### src/hw/rtl/qte_pkg.sv
package qte_pkg;

	localparam int CORDIC_STEPS_DEF = 16;
	localparam int TAB_LEN = 24;
	localparam int PROD_W = 32;
	localparam int SUM_W = 34;
	localparam int CW = 38;
	localparam int ZW = 28;
	localparam int SQ_W = 60;
	localparam int REM_W = 61;
	localparam int RT_W = 64;
	localparam int ROOT_W = 31;
	localparam int SQRT_ITERS = 32;
	localparam int ISQ_LAT = SQRT_ITERS + 1;
	localparam int FRONT_LAT = 3;
	localparam int POST_LAT = 2;

	localparam logic signed [SUM_W-1:0] ONE_Q30 = 34'sd1073741824;
	localparam logic signed [ZW-1:0] HALF_PI_Q24 = 28'sd26353589;
	localparam logic signed [ZW-1:0] PI_Q13 = 28'sd25736;
	localparam logic signed [ZW-1:0] HALF_PI_Q13 = 28'sd12868;
	localparam logic signed [23:0] RAD2DEG_Q16 = 24'sd3754936;
	localparam int YP_W = ZW + 24;
	localparam logic signed [YP_W-1:0] DEG_LIMIT_Q7 = 52'sd23040;

	function automatic logic signed [ZW-1:0] atan_q24(input int i);
		logic signed [ZW-1:0] v;
		case (i)
			0: v = 28'sd13176795;
			1: v = 28'sd7778716;
			2: v = 28'sd4110060;
			3: v = 28'sd2086331;
			4: v = 28'sd1047214;
			5: v = 28'sd524117;
			6: v = 28'sd262123;
			7: v = 28'sd131069;
			8: v = 28'sd65536;
			9: v = 28'sd32768;
			10: v = 28'sd16384;
			11: v = 28'sd8192;
			12: v = 28'sd4096;
			13: v = 28'sd2048;
			14: v = 28'sd1024;
			15: v = 28'sd512;
			16: v = 28'sd256;
			17: v = 28'sd128;
			18: v = 28'sd64;
			19: v = 28'sd32;
			20: v = 28'sd16;
			21: v = 28'sd8;
			22: v = 28'sd4;
			23: v = 28'sd2;
			default: v = '0;
		endcase
		return v;
	endfunction

	function automatic logic signed [ZW-1:0] round_clamp_q13(input logic signed [ZW-1:0] z,
			input logic signed [ZW-1:0] lim);
		logic signed [ZW-1:0] r;
		r = (z + 28'sd1024) >>> 11;
		if (r > lim) r = lim;
		else if (r < -lim) r = -lim;
		return r;
	endfunction

endpackage

### src/hw/rtl/qte_isqrt.sv
module qte_isqrt import qte_pkg::*; #(
	parameter int SIDE_W = 8
) (
	input  logic              clk,
	input  logic              en,
	input  logic [SQ_W-1:0]   sq,
	input  logic [SIDE_W-1:0] side_in,
	output logic [ROOT_W-1:0] root,
	output logic [SIDE_W-1:0] side_out
);

	localparam logic [REM_W-1:0] ONE_Q60 = REM_W'(1) << 60;

	logic [REM_W-1:0]  n_s    [0:SQRT_ITERS];
	logic [RT_W-1:0]   r_s    [0:SQRT_ITERS];
	logic [SIDE_W-1:0] side_s [0:SQRT_ITERS];

	always_ff @(posedge clk) begin
		if (en) begin
			n_s[0] <= ONE_Q60 - REM_W'(sq);
			r_s[0] <= '0;
			side_s[0] <= side_in;
		end
	end

	for (genvar k = 0; k < SQRT_ITERS; k++) begin : g_it
		localparam logic [RT_W-1:0] B = RT_W'(1) << (62 - 2 * k);
		logic [RT_W-1:0] rb;
		assign rb = r_s[k] + B;
		always_ff @(posedge clk) begin
			if (en) begin
				if (RT_W'(n_s[k]) >= rb) begin
					n_s[k+1] <= n_s[k] - rb[REM_W-1:0];
					r_s[k+1] <= (r_s[k] >> 1) + B;
				end else begin
					n_s[k+1] <= n_s[k];
					r_s[k+1] <= r_s[k] >> 1;
				end
				side_s[k+1] <= side_s[k];
			end
		end
	end

	assign root = r_s[SQRT_ITERS][ROOT_W-1:0];
	assign side_out = side_s[SQRT_ITERS];

endmodule

### config.mk
export PLATFORM = sky130hd
export DESIGN_NAME = qte_isqrt
export DESIGN_NICKNAME = d
export VERILOG_FILES = /design/src/hw/rtl/qte_pkg.sv /design/src/hw/rtl/qte_isqrt.sv
export SDC_FILE = /design/constraint.sdc
export NUM_CORES = 2
export LEC_CHECK = 0
export BUFFER_PORTS_ARGS = -buffer_cell sky130_fd_sc_hd__buf_2
export CELL_PAD_IN_SITES_DETAIL_PLACEMENT = 1
export CELL_PAD_IN_SITES_GLOBAL_PLACEMENT = 1
export CORE_MARGIN = 2
export CORE_UTILIZATION = 49
export CTS_CLUSTER_DIAMETER = 80
export DETAILED_ROUTE_END_ITERATION = 8
export GPL_ROUTABILITY_DRIVEN = 0
export GPL_TIMING_DRIVEN = 0
export HOLD_SLACK_MARGIN = 0.08
export PLACE_DENSITY_LB_ADDON = 0.12
export SYNTH_ARGS = -nofsm -noshare
export SYNTH_HDL_FRONTEND = slang
export SYNTH_MEMORY_MAX_BITS = 65536
export SYNTH_SLANG_ARGS = --single-unit
### constraint.sdc
create_clock -name clk -period 11.15 [get_ports clk]
set_input_delay 0.5575 -clock clk [delete_from_list [all_inputs] [get_ports clk]]
set_output_delay 0.5575 -clock clk [all_outputs]
set_load 0.1 [all_outputs]
==> impl_table.tex <==
\begin{tabular}{lr}
\hline
Metric & Value \\
\hline
\multicolumn{2}{l}{\textbf{Detailed routing}} \\
WL final & 345000 um \\
Wire length per cell after detailed routing & 24.6 um \\
Number of remaining DRC errors & 0 \\
Number of routed nets with antenna violations & 0 \\
Count of routing violations after the opening detailed-route iteration & 6621 \\
DR pass1 iterations & 6 \\
Via count & 82000 \\
Via count normalized by instance count & around 5.9 \\
\multicolumn{2}{l}{\textbf{Power}} \\
Psw & 0.00947 W \\
Power Dens Cells & 215 nW/um\^{}2 \\
LEAKAGE & 53.1 nW \\
Largest vdd supply drop & 0.155 mV \\
Portion of total power attributed to the clock network & between 30\% and 40\% \\
Switching power as a share of total power & approximately 31\% \\
Proportion of power drawn by combinational gates & between 20\% and 30\% \\
Cell internal pwr & 0.0215 W \\
Sequential power share & a little under half \\
Post-layout total power & 0.0310 W \\
\multicolumn{2}{l}{\textbf{Yosys}} \\
Yosys warns & 0 \\
Netlist area before placement & 127000 um\^{}2 \\
Post-synth EDFFs & 2743 \\
Biggest area contributors in the synthesized netlist & sky130\_fd\_sc\_hd\_\_edfxtp\_1, sky130\_fd\_sc\_hd\_\_ha\_1, sky130\_fd\_sc\_hd\_\_xnor2\_1 \\
Most used flip-flop cell after synthesis & sky130\_fd\_sc\_hd\_\_edfxtp\_1 \\
Share of flip-flops with an asynchronous set or reset after synthesis & 0\% \\
Cell taking the most area after synthesis & sky130\_fd\_sc\_hd\_\_edfxtp\_1 \\
Seq/Total Area, Yosys & 64.7\% \\
Average size of a mapped cell & 13.0 um\^{}2 \\
Post-synthesis net count & $\sim$10000 \\
Area share of the largest cell type after synthesis & 64.7\% \\
Flops \& latches, synth & 2743 \\
Distinct cells, synth & slightly above 100 \\
Count of mapped cells out of synthesis & 9829 \\
\multicolumn{2}{l}{\textbf{Placed design}} \\
Worst Setup Slack post-DPL & 5030 ps \\
Detailed-placement wirelength estimate & approximately 260000 um \\
DP Cell Count & 13400 \\
Number of buffer cells added on primary ports & 108 \\
\multicolumn{2}{l}{\textbf{STA}} \\
Post-Route Skew & 75.6 ps \\
Unrepaired setup endpoints after global routing & false \\
Setup Viol. Count Final & 0 \\
Final Max Tran Viols & 0 \\
Post-Route Hold Slack & 381 ps \\
Share of the cycle needed by the critical path after routing & 52.7\% \\
Number of failing hold endpoints at the final stage & 0 \\
Slew margin rel. & 4.53\% \\
Minimum clock period after layout & 5880 ps \\
Setup ws final & $\sim$5300 ps \\
Pin slew with the least headroom to its limit & 1420 ps \\
Upper clock frequency limit & 0.170 GHz \\
\multicolumn{2}{l}{\textbf{Global route}} \\
Leftover overflow at the end of global routing & 0 \\
Pin count of the biggest net entering global routing & 130 \\
Antenna violations before repair & 21 \\
Global router's overall resource usage & 25.8\% \\
Via count of the first global-routing pass & 84700 \\
Global-route wire length before repair & 521000 um \\
\multicolumn{2}{l}{\textbf{Setup path}} \\
Register-to-register setup slack & 5640 ps \\
Crit path DAT & 6430 ps \\
Reg2Reg Launch Point & r\_s[28][35] \\
Crit Path Max Fanout & 115 \\
Slowest library cell on the worst path & sky130\_fd\_sc\_hd\_\_buf\_1 \\
Sort of element at the end of the critical path & register \\
Cells along the critical path & dlygate4sd3\_1 -> buf\_8 -> buf\_16 -> buf\_16 -> clkbuf\_2 -> buf\_12 -> inv\_1 -> clkbuf\_2 -> nor3\_1 -> o2111a\_1 -> and2\_1 -> clkbuf\_1 -> buf\_1 -> o21ai\_0 \\
Crit Reg-Reg Endpoint & n\_s[29][57] \\
Termination of the worst setup path & n\_s[31][32] \\
Depth of the most critical reg-to-reg path & 13 \\
Category of the critical setup timing path & in -> reg \\
Crit path launch & en \\
Data required time of the worst path & 11700 ps \\
Largest stage delay on the critical path & around 660 ps \\
Startpoint type of the worst setup path & input port \\
\multicolumn{2}{l}{\textbf{Floorplan}} \\
Die footprint & 264000 um\^{}2 \\
Effective utilization at floorplan & 49.2\% \\
Core Region & 259000 um\^{}2 \\
Die W & 514 um \\
FP Rows & 187 \\
Vertical extent of the die & slightly above 500 um \\
Total I/O pin count & roughly 110 \\
\multicolumn{2}{l}{\textbf{Clock network}} \\
Register clock-pin slew on the reported worst setup and hold paths & 60 ps \\
TritonCTS clock tree & done \\
Post-cts hold buffer count & 97 \\
Number of buffers inserted during clock tree synthesis & 298 \\
Clock tree buffer depth & 4 \\
Clock network latency to the later pin of the worst-skew pair & 910 ps \\
CTS sink count & 2743 \\
H-tree depth & 5 \\
Post-CTS Setup Inserts & 0 \\
Root buffer cell & sky130\_fd\_sc\_hd\_\_clkbuf\_16 \\
Resized cells post-CTS & 0 \\
\multicolumn{2}{l}{\textbf{Min path}} \\
Worst min-delay path category & in -> reg \\
\multicolumn{2}{l}{\textbf{Run}} \\
Max-cap violation count & 0 \\
\multicolumn{2}{l}{\textbf{Outcome}} \\
Status & completed \\
\multicolumn{2}{l}{\textbf{Finish}} \\
Layout cell share with drive strength beyond 1 & 7.28\% \\
Final non-filler cell total & 14000 \\
Final-stage net count & 11000 \\
Layout overhead on the synthesized area & 12.8\% \\
\hline
\end{tabular}
[layer usage]
| metal | GRT usage (%) | share of wire, % | vias up |
|---|---|---|---|
| li1 | - | - | 38000 |
| met1 | 33.9 | 43 | 41300 |
| met2 | 43.6 | 48 | 2080 |
| met3 | 3.48 | 5.1 | 619 |
| met4 | 9.58 | 3.8 | 10 |
| met5 | 0 | 0.018 | - |
[kinds of logic after synthesis]
family	Yosys count	synth area share, %
AOI/OAI and AO/OA	1826	8.91
xor gates and xnor gates	868	5.97
adders and majority gates	554	5.45
buffers and inverters	917	2.74
DFF	2743	64.7
muxes	76	0.656
and+or+nand+nor	2845	11.6
[layout make-up]
cell class | count | area, um^2
Multi-Input combinational cell | 6169 | 41600
Antenna cell | 3 | 7.51
Timing Repair Buffer | 232 | 2210
Fill cell | 25600 | 115000
Tap cell | 3402 | 4260
Inverter | 680 | 2550
Clock buffer | 356 | 7800
Clock inverter | 179 | 1920
Sequential cell | 2743 | 82400
Buffer | 237 | 1050
[critical path: cells and delay by family]
kind,cells,cell delay [ps]
buffers and inverters,10,4120
AND/OR/NAND/NOR,2,820
AO/OA/AOI/OAI,2,630
[cells in the mapped netlist (170+ instances only)]
cell type,n
sky130_fd_sc_hd__edfxtp_1,2743
sky130_fd_sc_hd__nor3_1,255
sky130_fd_sc_hd__ha_1,553
sky130_fd_sc_hd__nand2_1,735
sky130_fd_sc_hd__a21o_1,244
sky130_fd_sc_hd__clkbuf_1,202
sky130_fd_sc_hd__nor2_1,510
sky130_fd_sc_hd__nor4_1,329
sky130_fd_sc_hd__nand3_1,170
sky130_fd_sc_hd__inv_1,679
sky130_fd_sc_hd__xor2_1,409
sky130_fd_sc_hd__xnor2_1,459
sky130_fd_sc_hd__a21oi_1,460
sky130_fd_sc_hd__o21ai_0,575
[power by group through the flow]
| stage | Clock (W) | Sequential, W | Combinational, W |
|---|---|---|---|
| 3_5_place_dp | 0 | 0.0144 | 0.00665 |
| 4_1_cts | 0.0101 | 0.0142 | 0.00677 |
| 6_report | 0.00988 | 0.0142 | 0.00684 |
| 3_3_place_gp | 0 | 0.0144 | 0.00643 |
| 5_1_grt | 0.0104 | 0.0143 | 0.00754 |
| 2_1_floorplan | 0 | 0.0139 | 0.00478 |
[how the worst min path moves through the flow]
| stage | start | slack [ps] | end | cells after the start |
|---|---|---|---|---|
| after global placement | side_s[1][104] | 400 | side_s[1][112] | 0 |
| after detailed placement | n_s[0][59] | 410 | n_s[1][59] | 0 |
| after floorplan | n_s[0][0] | 400 | n_s[1][0] | 0 |
| final | side_in[5] | 380 | side_s[0][5] | 2 |
| after global routing | side_in[5] | 350 | side_s[0][5] | 2 |
| after CTS | side_in[1] | 280 | side_s[0][1] | 2 |
[cell usage in the layout, fill, tap and decap left out, types with 38 or more instances in the layout]
master,netlist,layout
sky130_fd_sc_hd__xor2_1,409,409
sky130_fd_sc_hd__nor2b_1,63,63
sky130_fd_sc_hd__inv_1,679,679
sky130_fd_sc_hd__nor2_1,510,510
sky130_fd_sc_hd__o31ai_1,41,41
sky130_fd_sc_hd__ha_1,553,553
sky130_fd_sc_hd__clkbuf_1,202,220
sky130_fd_sc_hd__or4_1,67,67
sky130_fd_sc_hd__xnor2_1,459,459
sky130_fd_sc_hd__or2_2,39,39
sky130_fd_sc_hd__a21oi_1,460,460
sky130_fd_sc_hd__o21bai_1,49,49
sky130_fd_sc_hd__mux2_2,60,60
sky130_fd_sc_hd__buf_2,18,126
sky130_fd_sc_hd__nand2b_1,111,111
sky130_fd_sc_hd__a211oi_1,70,70
sky130_fd_sc_hd__nor4_1,329,327
sky130_fd_sc_hd__edfxtp_1,2743,2743
sky130_fd_sc_hd__o21a_1,66,66
sky130_fd_sc_hd__o211ai_1,38,38
sky130_fd_sc_hd__nor4b_1,49,49
sky130_fd_sc_hd__o21ai_0,575,575
sky130_fd_sc_hd__nand4_1,156,156
sky130_fd_sc_hd__nand3_1,170,170
sky130_fd_sc_hd__clkbuf_16,0,304
sky130_fd_sc_hd__and3_1,57,57
sky130_fd_sc_hd__nand2_1,735,735
sky130_fd_sc_hd__clkinv_2,0,48
sky130_fd_sc_hd__a21o_1,244,244
sky130_fd_sc_hd__a31oi_1,51,51
sky130_fd_sc_hd__or3_1,97,97
sky130_fd_sc_hd__nor3_1,255,254
sky130_fd_sc_hd__dlygate4sd3_1,0,97
sky130_fd_sc_hd__clkinv_1,1,63
[per-stage QoR]
| step | instance area (um^2) | TNS, ps | utilization [%] |
|---|---|---|---|
| 2_1_floorplan | 127000 | 0 | - |
| 3_3_place_gp | 132000 | -4731930 | 51.0 |
| 3_5_place_dp | 133000 | 0 | 51.4 |
| 4_1_cts | 144000 | 0 | 55.5 |
| 5_1_grt | 144000 | 0 | 55.5 |
| 6_report | 144000 | 0 | 55.5 |
[state kept, by name, summed over array words and instances, names as in the netlist]
signal  count
n_s      1952
r_s       527
side_s    264
Power figures use the tool's default switching activity.
